<file path="src/sv/mfap_pkg.sv">
package mfap_pkg;

    localparam int VERT_BITS = 4;
    localparam int NUM_VERT  = 16;
    localparam int FLOW_BITS = 16;
    localparam int TOTAL_BITS = 22;

    localparam logic [1:0] CMD_CLEAR = 2'd0;
    localparam logic [1:0] CMD_ADD   = 2'd1;
    localparam logic [1:0] CMD_RUN   = 2'd2;

    typedef enum logic [3:0] {
        ST_IDLE,
        ST_CLR,
        ST_BFS_INIT,
        ST_POP,
        ST_SCAN,
        ST_WALK_RD,
        ST_WALK_DT,
        ST_REP_RD,
        ST_REP_DT,
        ST_REP_HOLD
    } state_t;

    typedef struct packed {
        logic [1:0]  cmd;
        logic [3:0]  edge_tail;
        logic [3:0]  edge_head;
        logic [15:0] edge_capacity;
        logic [3:0]  source_vertex;
        logic [3:0]  sink_vertex;
    } req_t;

    typedef struct packed {
        logic [4:0]  edge_index;
        logic [15:0] edge_flow;
        logic [20:0] total_flow;
        logic        is_last;
    } rsp_t;

endpackage

</file>
<file path="src/sv/mfap_ram.sv">
module mfap_ram #(
    parameter int WIDTH = 8,
    parameter int DEPTH = 32
) (
    input  logic                                     clk,
    input  logic                                     wr_en,
    input  logic [(DEPTH > 1 ? $clog2(DEPTH) : 1)-1:0] wr_addr,
    input  logic [WIDTH-1:0]                         wr_data,
    input  logic                                     rd_en,
    input  logic [(DEPTH > 1 ? $clog2(DEPTH) : 1)-1:0] rd_addr,
    output logic [WIDTH-1:0]                         rd_data
);

    logic [WIDTH-1:0] mem [DEPTH];

    always_ff @(posedge clk)
    begin
        if (wr_en)
        begin
            mem[wr_addr] <= wr_data;
        end
        if (rd_en)
        begin
            rd_data <= mem[rd_addr];
        end
    end

endmodule

</file>
<file path="src/sv/max_flow_augmenting_path.sv">
// Edge load and clear requests are done in the idle state; a run is accepted only when idle.
// A run first clears the flow of every loaded edge, then per augmenting path sets up a search
// that scans every edge for each dequeued vertex through the edge memory's read port, and
// walks the path twice, once for the bottleneck and once to update the flows; then it
// reports each edge result and the total, and each report waits out any output stall.
// Reset (rst_n, asynchronous) empties the edge list and idles the controller.
module max_flow_augmenting_path
    import mfap_pkg::*;
#(
    parameter int MAX_EDGES = 32,
    parameter int CAP_BITS  = 16
) (
    input  logic clk,
    input  logic rst_n,
    input  logic in_valid,
    output logic in_ready,
    input  req_t in_data,
    output logic out_valid,
    input  logic out_ready,
    output rsp_t out_data
);

    localparam int CW   = (CAP_BITS < FLOW_BITS) ? CAP_BITS : FLOW_BITS;
    localparam int EIW  = (MAX_EDGES > 1) ? $clog2(MAX_EDGES) : 1;
    localparam int CNTW = $clog2(MAX_EDGES + 1);
    localparam int EW   = 2 * VERT_BITS + CW;
    localparam int QW   = VERT_BITS + 1;

    state_t state_reg, state_next;

    logic [CNTW-1:0] cnt_reg, cnt_next;
    logic [CNTW-1:0] e_reg, e_next;
    logic rd_valid_reg, rd_valid_next;
    logic [EIW-1:0] rd_e_reg, rd_e_next;
    logic [VERT_BITS-1:0] src_reg, src_next, dst_reg, dst_next;
    logic [VERT_BITS-1:0] u_reg, u_next, v_reg, v_next;
    logic [NUM_VERT-1:0] visited_reg, visited_next;
    logic [EIW:0] parent_reg [NUM_VERT];
    logic [EIW:0] parent_next [NUM_VERT];
    logic [VERT_BITS-1:0] queue_reg [NUM_VERT];
    logic [VERT_BITS-1:0] queue_next [NUM_VERT];
    logic [QW-1:0] qh_reg, qh_next, qt_reg, qt_next;
    logic [QW-1:0] steps_reg, steps_next;
    logic pass_reg, pass_next;
    logic [CW-1:0] best_reg, best_next;
    logic [TOTAL_BITS-1:0] total_reg, total_next;
    logic [EIW-1:0] walk_e_reg, walk_e_next;
    logic walk_dir_reg, walk_dir_next;
    rsp_t out_reg, out_next;
    logic out_valid_reg, out_valid_next;

    logic          er_wr_en, er_rd_en;
    logic [EIW-1:0] er_wr_addr, er_rd_addr;
    logic [EW-1:0] er_wr_data, er_rd_data;
    logic          fr_wr_en, fr_rd_en;
    logic [EIW-1:0] fr_wr_addr, fr_rd_addr;
    logic [CW-1:0] fr_wr_data, fr_rd_data;

    logic [VERT_BITS-1:0] er_tail, er_head, nv;
    logic [CW-1:0] er_cap, room;
    logic fwd, bwd, hit, sink_hit, issue, accept, more_edges, walk_end;
    logic [EIW:0] plink;

    mfap_ram #(.WIDTH(EW), .DEPTH(MAX_EDGES)) u_edge_ram (
        .clk     (clk),
        .wr_en   (er_wr_en),
        .wr_addr (er_wr_addr),
        .wr_data (er_wr_data),
        .rd_en   (er_rd_en),
        .rd_addr (er_rd_addr),
        .rd_data (er_rd_data)
    );

    mfap_ram #(.WIDTH(CW), .DEPTH(MAX_EDGES)) u_flow_ram (
        .clk     (clk),
        .wr_en   (fr_wr_en),
        .wr_addr (fr_wr_addr),
        .wr_data (fr_wr_data),
        .rd_en   (fr_rd_en),
        .rd_addr (fr_rd_addr),
        .rd_data (fr_rd_data)
    );

    assign in_ready  = (state_reg == ST_IDLE);
    assign accept    = in_valid && in_ready;
    assign out_valid = out_valid_reg;
    assign out_data  = out_reg;

    assign er_tail = er_rd_data[EW-1 -: VERT_BITS];
    assign er_head = er_rd_data[CW +: VERT_BITS];
    assign er_cap  = er_rd_data[CW-1:0];

    assign fwd  = (er_tail == u_reg) && (fr_rd_data < er_cap);
    assign bwd  = !fwd && (er_head == u_reg) && (fr_rd_data != '0);
    assign nv   = fwd ? er_head : er_tail;
    assign hit  = rd_valid_reg && (fwd || bwd) && !visited_reg[nv];
    assign sink_hit = hit && (nv == dst_reg);

    assign more_edges = (e_reg < cnt_reg);
    assign issue      = (state_reg == ST_SCAN) && more_edges;
    assign plink      = parent_reg[v_reg];
    assign walk_end   = (v_reg == src_reg) || (steps_reg == QW'(NUM_VERT));
    assign room       = walk_dir_reg ? fr_rd_data : (er_cap - fr_rd_data);

    // next state
    always_comb
    begin
        state_next = state_reg;
        unique case (state_reg)
            ST_IDLE:
            begin
                if (accept && in_data.cmd == CMD_RUN)
                begin
                    state_next = ST_CLR;
                end
            end
            ST_CLR:
            begin
                if (!more_edges)
                begin
                    state_next = (src_reg == dst_reg) ? ST_REP_RD : ST_BFS_INIT;
                end
            end
            ST_BFS_INIT:
            begin
                state_next = ST_POP;
            end
            ST_POP:
            begin
                state_next = (qh_reg == qt_reg) ? ST_REP_RD : ST_SCAN;
            end
            ST_SCAN:
            begin
                if (sink_hit)
                begin
                    state_next = ST_WALK_RD;
                end
                else if (!issue && !rd_valid_reg)
                begin
                    state_next = ST_POP;
                end
            end
            ST_WALK_RD:
            begin
                if (!walk_end)
                begin
                    state_next = ST_WALK_DT;
                end
                else if (pass_reg)
                begin
                    state_next = ST_BFS_INIT;
                end
                else if (best_reg == '0)
                begin
                    state_next = ST_REP_RD;
                end
            end
            ST_WALK_DT:
            begin
                state_next = ST_WALK_RD;
            end
            ST_REP_RD:
            begin
                state_next = more_edges ? ST_REP_DT : ST_REP_HOLD;
            end
            ST_REP_DT:
            begin
                state_next = ST_REP_HOLD;
            end
            ST_REP_HOLD:
            begin
                if (out_ready)
                begin
                    state_next = out_reg.is_last ? ST_IDLE : ST_REP_RD;
                end
            end
            default:
            begin
                state_next = ST_IDLE;
            end
        endcase
    end

    // datapath and memory ports
    always_comb
    begin
        cnt_next      = cnt_reg;
        e_next        = e_reg;
        rd_valid_next = rd_valid_reg;
        rd_e_next     = rd_e_reg;
        src_next      = src_reg;
        dst_next      = dst_reg;
        u_next        = u_reg;
        v_next        = v_reg;
        visited_next  = visited_reg;
        parent_next   = parent_reg;
        queue_next    = queue_reg;
        qh_next       = qh_reg;
        qt_next       = qt_reg;
        steps_next    = steps_reg;
        pass_next     = pass_reg;
        best_next     = best_reg;
        total_next    = total_reg;
        walk_e_next   = walk_e_reg;
        walk_dir_next = walk_dir_reg;
        out_next      = out_reg;
        out_valid_next = out_valid_reg;

        er_wr_en   = 1'b0;
        er_wr_addr = cnt_reg[EIW-1:0];
        er_wr_data = {in_data.edge_tail, in_data.edge_head, in_data.edge_capacity[CW-1:0]};
        er_rd_en   = 1'b0;
        er_rd_addr = e_reg[EIW-1:0];
        fr_wr_en   = 1'b0;
        fr_wr_addr = cnt_reg[EIW-1:0];
        fr_wr_data = '0;
        fr_rd_en   = 1'b0;
        fr_rd_addr = e_reg[EIW-1:0];

        unique case (state_reg)
            ST_IDLE:
            begin
                if (accept)
                begin
                    unique case (in_data.cmd)
                        CMD_CLEAR:
                        begin
                            cnt_next = '0;
                        end
                        CMD_ADD:
                        begin
                            if (cnt_reg < CNTW'(MAX_EDGES))
                            begin
                                er_wr_en = 1'b1;
                                fr_wr_en = 1'b1;
                                cnt_next = cnt_reg + 1'b1;
                            end
                        end
                        CMD_RUN:
                        begin
                            src_next   = in_data.source_vertex;
                            dst_next   = in_data.sink_vertex;
                            total_next = '0;
                            e_next     = '0;
                        end
                        default:
                        begin
                        end
                    endcase
                end
            end
            ST_CLR:
            begin
                if (more_edges)
                begin
                    fr_wr_en   = 1'b1;
                    fr_wr_addr = e_reg[EIW-1:0];
                    e_next     = e_reg + 1'b1;
                end
                else
                begin
                    e_next = '0;
                end
            end
            ST_BFS_INIT:
            begin
                visited_next = '0;
                visited_next[src_reg] = 1'b1;
                queue_next[0] = src_reg;
                qh_next = '0;
                qt_next = QW'(1);
            end
            ST_POP:
            begin
                e_next = '0;
                if (qh_reg == qt_reg)
                begin
                    // no path left: report
                end
                else
                begin
                    u_next        = queue_reg[qh_reg[VERT_BITS-1:0]];
                    qh_next       = qh_reg + 1'b1;
                    rd_valid_next = 1'b0;
                end
            end
            ST_SCAN:
            begin
                er_rd_en = issue;
                fr_rd_en = issue;
                rd_valid_next = issue;
                rd_e_next = e_reg[EIW-1:0];
                if (issue)
                begin
                    e_next = e_reg + 1'b1;
                end
                if (hit)
                begin
                    visited_next[nv] = 1'b1;
                    parent_next[nv]  = {rd_e_reg, bwd};
                    if (sink_hit)
                    begin
                        v_next     = dst_reg;
                        steps_next = '0;
                        pass_next  = 1'b0;
                        best_next  = '0;
                    end
                    else if (qt_reg < QW'(NUM_VERT))
                    begin
                        queue_next[qt_reg[VERT_BITS-1:0]] = nv;
                        qt_next = qt_reg + 1'b1;
                    end
                end
            end
            ST_WALK_RD:
            begin
                if (!walk_end)
                begin
                    er_rd_en      = 1'b1;
                    fr_rd_en      = 1'b1;
                    er_rd_addr    = plink[EIW:1];
                    fr_rd_addr    = plink[EIW:1];
                    walk_e_next   = plink[EIW:1];
                    walk_dir_next = plink[0];
                    steps_next    = steps_reg + 1'b1;
                end
                else if (pass_reg)
                begin
                    total_next = total_reg + TOTAL_BITS'(best_reg);
                end
                else if (best_reg == '0)
                begin
                    e_next = '0;
                end
                else
                begin
                    pass_next  = 1'b1;
                    v_next     = dst_reg;
                    steps_next = '0;
                end
            end
            ST_WALK_DT:
            begin
                v_next = walk_dir_reg ? er_head : er_tail;
                if (pass_reg)
                begin
                    fr_wr_en   = 1'b1;
                    fr_wr_addr = walk_e_reg;
                    fr_wr_data = walk_dir_reg ? (fr_rd_data - best_reg)
                                              : (fr_rd_data + best_reg);
                end
                else if (steps_reg == QW'(1) || room < best_reg)
                begin
                    best_next = room;
                end
            end
            ST_REP_RD:
            begin
                if (more_edges)
                begin
                    fr_rd_en = 1'b1;
                end
                else
                begin
                    out_next.edge_index = '0;
                    out_next.edge_flow  = '0;
                    out_next.total_flow = total_reg[20:0];
                    out_next.is_last    = 1'b1;
                    out_valid_next      = 1'b1;
                end
            end
            ST_REP_DT:
            begin
                out_next.edge_index = 5'(e_reg);
                out_next.edge_flow  = 16'(fr_rd_data);
                out_next.total_flow = '0;
                out_next.is_last    = 1'b0;
                out_valid_next      = 1'b1;
            end
            ST_REP_HOLD:
            begin
                if (out_ready)
                begin
                    out_valid_next = 1'b0;
                    e_next = e_reg + 1'b1;
                end
            end
            default:
            begin
            end
        endcase
    end

    always_ff @(posedge clk or negedge rst_n)
    begin
        if (!rst_n)
        begin
            state_reg     <= ST_IDLE;
            cnt_reg       <= '0;
            e_reg         <= '0;
            rd_valid_reg  <= 1'b0;
            qh_reg        <= '0;
            qt_reg        <= '0;
            steps_reg     <= '0;
            pass_reg      <= 1'b0;
            out_valid_reg <= 1'b0;
            visited_reg   <= '0;
            total_reg     <= '0;
        end
        else
        begin
            state_reg     <= state_next;
            cnt_reg       <= cnt_next;
            e_reg         <= e_next;
            rd_valid_reg  <= rd_valid_next;
            qh_reg        <= qh_next;
            qt_reg        <= qt_next;
            steps_reg     <= steps_next;
            pass_reg      <= pass_next;
            out_valid_reg <= out_valid_next;
            visited_reg   <= visited_next;
            total_reg     <= total_next;
        end
    end

    always_ff @(posedge clk)
    begin
        rd_e_reg     <= rd_e_next;
        src_reg      <= src_next;
        dst_reg      <= dst_next;
        u_reg        <= u_next;
        v_reg        <= v_next;
        parent_reg   <= parent_next;
        queue_reg    <= queue_next;
        best_reg     <= best_next;
        walk_e_reg   <= walk_e_next;
        walk_dir_reg <= walk_dir_next;
        out_reg      <= out_next;
    end

endmodule
</file>
<file path="config.mk">
export PLATFORM = sky130hd
export DESIGN_NAME = max_flow_augmenting_path
export DESIGN_NICKNAME = d
export VERILOG_FILES = /design/src/sv/mfap_pkg.sv /design/src/sv/mfap_ram.sv /design/src/sv/max_flow_augmenting_path.sv
export SDC_FILE = /design/constraint.sdc
export NUM_CORES = 2
export LEC_CHECK = 0
export ABC_AREA = 1
export BUFFER_PORTS_ARGS = -buffer_cell sky130_fd_sc_hd__buf_2
export CAP_MARGIN = 20
export CORE_ASPECT_RATIO = 0.8
export CORE_MARGIN = 3
export CORE_UTILIZATION = 28
export CTS_CLUSTER_SIZE = 8
export DETAILED_ROUTE_END_ITERATION = 12
export PLACE_DENSITY_LB_ADDON = 0.15
export SYNTH_ARGS = -nofsm -noshare
export SYNTH_HDL_FRONTEND = slang
export SYNTH_SLANG_ARGS = --single-unit
</file>
<file path="constraint.sdc">
create_clock -name clk -period 4.3 [get_ports clk]
set_clock_uncertainty 0.15 [all_clocks]
set_input_delay 0 -clock clk [delete_from_list [all_inputs] [get_ports clk]]
set_output_delay 0 -clock clk [all_outputs]
set_load 0.02 [all_outputs]
</file>
==> impl_metrics.csv <==
group,metric,value,unit
run_status,outcome,"finished, final reports clean",
clock_network,root_buffer,"clkbuf_16",
yosys,synth_flop_cell,"edfxtp_1",
floorplan,die_h,457,um
place,placed_area,78100,um2
yosys,synth_top_area_share,66.0,%
layout,final_area,84900,um2
yosys,yosys-top-cells-count,"1566 x edfxtp_1, 1180 x nand2_1, 461 x nand3_1, 352 x o211ai_1, 300 x nor2_1",
worst_setup_path,worstSetupStartpointType,"register",
floorplan,pin_count,83,
grt,globalRouteOverflowTotal,0,
clock_network,clk_path_buf_depth,4,
yosys,synthCells,5898,
sta,whs,102,ps
yosys,synth.area.mux_share,0.281,%
detailed_routing,drc_errors,0,
detailed_routing,via_per_inst,4.86,
sta,tightest_slew,922,ps
floorplan,start_util,28.3,%
grt,grt_pass1_vias,45700,
yosys,synth-edff-count,1566,
worst_setup_path,rrSetupSlack,250,ps
sta,slew_headroom,38.4,%
yosys,ys_seq_elements,1637,
clock_network,numCtsBuffers,232,
clock_network,htreeDepth,4,
worst_setup_path,required,4650,ps
detailed_routing,dr.first_iter.drc_count,4032,
yosys,seq_area_frac_synth,68.5,%
layout,nets,6368,
yosys,synthXorXnorAreaFrac,0.627,%
yosys,synthMostInstantiatedCell,"edfxtp_1",
detailed_routing,drtAntennaViolNets,0,
place,place_inst,9279,
detailed_routing,vias,46800,
layout,layout.cells.non_filler,9635,
power,powerDensity,642,nW/um2
place,io_buffer_count,82,
floorplan,die-area,260000,um2
layout,largest_reg_flops,768,
sta,finalHoldViolations,0,
floorplan,row_count,164,
yosys,yosys.area_share.simple,16.0,%
hold_path,hold_path.class,"in -> reg",
floorplan,coreArea,251000,um2
sta,period_share,94.2,%
run,cap_violations,0,
detailed_routing,routed_wl,226000,um
power,peakVddDrop,0.000417,V
grt,antenna_found_initial,15,
worst_setup_path,worst_setup_path_end_kind,"register",
layout,drive_gt1_share,13.0,%
yosys,yosysWarnings,0,
clock_network,clock_latency,890,ps
sta,post-route-min-period,4050,ps
power,fin_total_pwr,54.5,mW
place,dpl.hpwl,137000,um
clock_network,cts_sinks,1637,
grt,grt_pass1_wl,327000,um
yosys,synthAdderAreaFrac,1.51,%
yosys,synth_compound_area_share,9.69,%
yosys,postSynthAreaPerCell,12.1,um2
power,leakagePower,29.8,nW
worst_setup_path,crit_type,"reg -> reg",
sta,fmax,247,MHz
yosys,synthTopCellsByArea,"edfxtp_1 66%, nand2_1 6.2%, o211ai_1 3.7%, nand3_1 3.2%, dfrtp_1 2.5%",
worst_setup_path,crit_arrival,4400,ps
clock_network,cts_tree,"done",
place,routabilityCongestion,0.829,
yosys,synth_fp_nets,6020,
sta,setup_viol,0,
yosys,yosysTopAreaCell,"edfxtp_1",
detailed_routing,routedWlPerCell,23.4,um
grt,grtUsageTotal,17.0,%
layout,area_growth,19.2,%
yosys,synthArstFlopShare,4.34,%
sta,finalMaxSlewViolations,0,
sta,fin_setup_tns,0,ps
detailed_routing,drt_pass1_iterations,5,
grt,grt_max_degree,96,
yosys,syn_area,71200,um2
yosys,ys_types,60,
worst_setup_path,crit_fanout,9,
clock_network,clk_pin_slew,50,ps
floorplan,die_x,570,um
yosys,synth_top_family_by_area,"simple AND/OR/NAND/NOR gates",
sta,rsz0062_at_grt,"true",
[final timing paths]
path,start,end,depth (start not counted)
max in group asynchronous,rst_n,total_reg[20],4
min in group asynchronous,rst_n,visited_reg[15],4
min,in_data[13],u_edge_ram.mem[4][5],2
max,u_edge_ram.rd_data[0],queue_reg[48],23
max reg2reg,u_edge_ram.rd_data[0],queue_reg[48],23
min reg2reg,visited_reg[15],visited_reg[15],2
[power by group]
group / switching [mW] / internal, mW / leakage [nW] / total, mW
Clock: 6.54 / 9.59 / 2.98 / 16.1
Sequential: 0.616 / 18.6 / 15.9 / 19.2
Combinational: 13.0 / 6.14 / 10.9 / 19.2
[routing by layer]
metal	up-vias	GRT usage, %	wire length [um]
li1	21900	-	-
met1	23500	26.2	113000
met2	1160	24.3	94300
met3	304	3.12	13200
met4	2	3.99	5110
met5	-	0	13
[area by class of cell]
type / count / area, um2
Clock inverter: 10 / 116
Multi-Input combinational cell: 3678 / 20500
Fill cell: 24700 / 166000
Antenna cell: 16 / 40.0
Sequential cell: 1637 / 48800
Timing Repair Buffer: 442 / 4340
Clock buffer: 277 / 6010
Inverter: 255 / 980
Tap cell: 3320 / 4150
[stage by stage]
step,setup slack (ps),utilization (%)
2_1_floorplan,43.7,-
3_3_place_gp,-28.8,31.1
3_5_place_dp,189,31.1
4_1_cts,157,33.7
5_1_grt,-131,33.8
6_report,248,33.8
[layout by cell type (no fill, tap or decap), types with 17 or more instances in the layout]
cell	instances
a21o_1	204
or2_2	48
nor2_2	53
o22ai_1	29
o21ai_1	17
xor2_1	41
mux2i_1	20
or2_0	280
nor3_1	37
ha_1	81
nand3b_1	121
nand2_1	1179
o211ai_1	352
buf_2	81
a21oi_1	241
edfxtp_1	1566
nand3_1	461
dlygate4sd3_1	51
nor2_1	218
clkbuf_1	43
buf_12	85
dfrtp_1	71
buf_4	222
inv_1	237
clkbuf_16	233
o21ai_0	137
nor2_4	37
[critical path: stages, from the launching register on]
cell      delay, ps
edfxtp_1        350
inv_1            70
ha_1            180
inv_1            60
fa_1            400
nand2_1          80
nand2_1          70
nand3_1         120
nand2_2         100
nand2_2          90
nand2_4          90
nand3_2         220
nand2_2         220
nand2_1         110
nand2_1          60
nand2_1          50
nand2_1          70
nand2_1          70
nand2_1         100
nor2_4          200
nand4_2         210
inv_2           140
nand2_1         230
nor2_2          280
[kinds of logic after synthesis]
kind of cell | after synthesis
multiplexers | 20
adder cells (fa/ha/maj) | 84
buffers and inverters | 583
AND/OR/NAND/NOR | 2471
XOR/XNOR | 51
AO/OA/AOI/OAI | 1052
flip-flops | 1637
[timing repair]
item / 4_1_cts / 5_1_grt
buffers inserted: 0 / 1
hold buffers: 52 / 0
endpoints found under the hold margin: 890 / 0
resized for setup: 0 / 31
setup endpoints to repair: 0 / 140
Note: power is estimated with default switching activity, not from simulation.
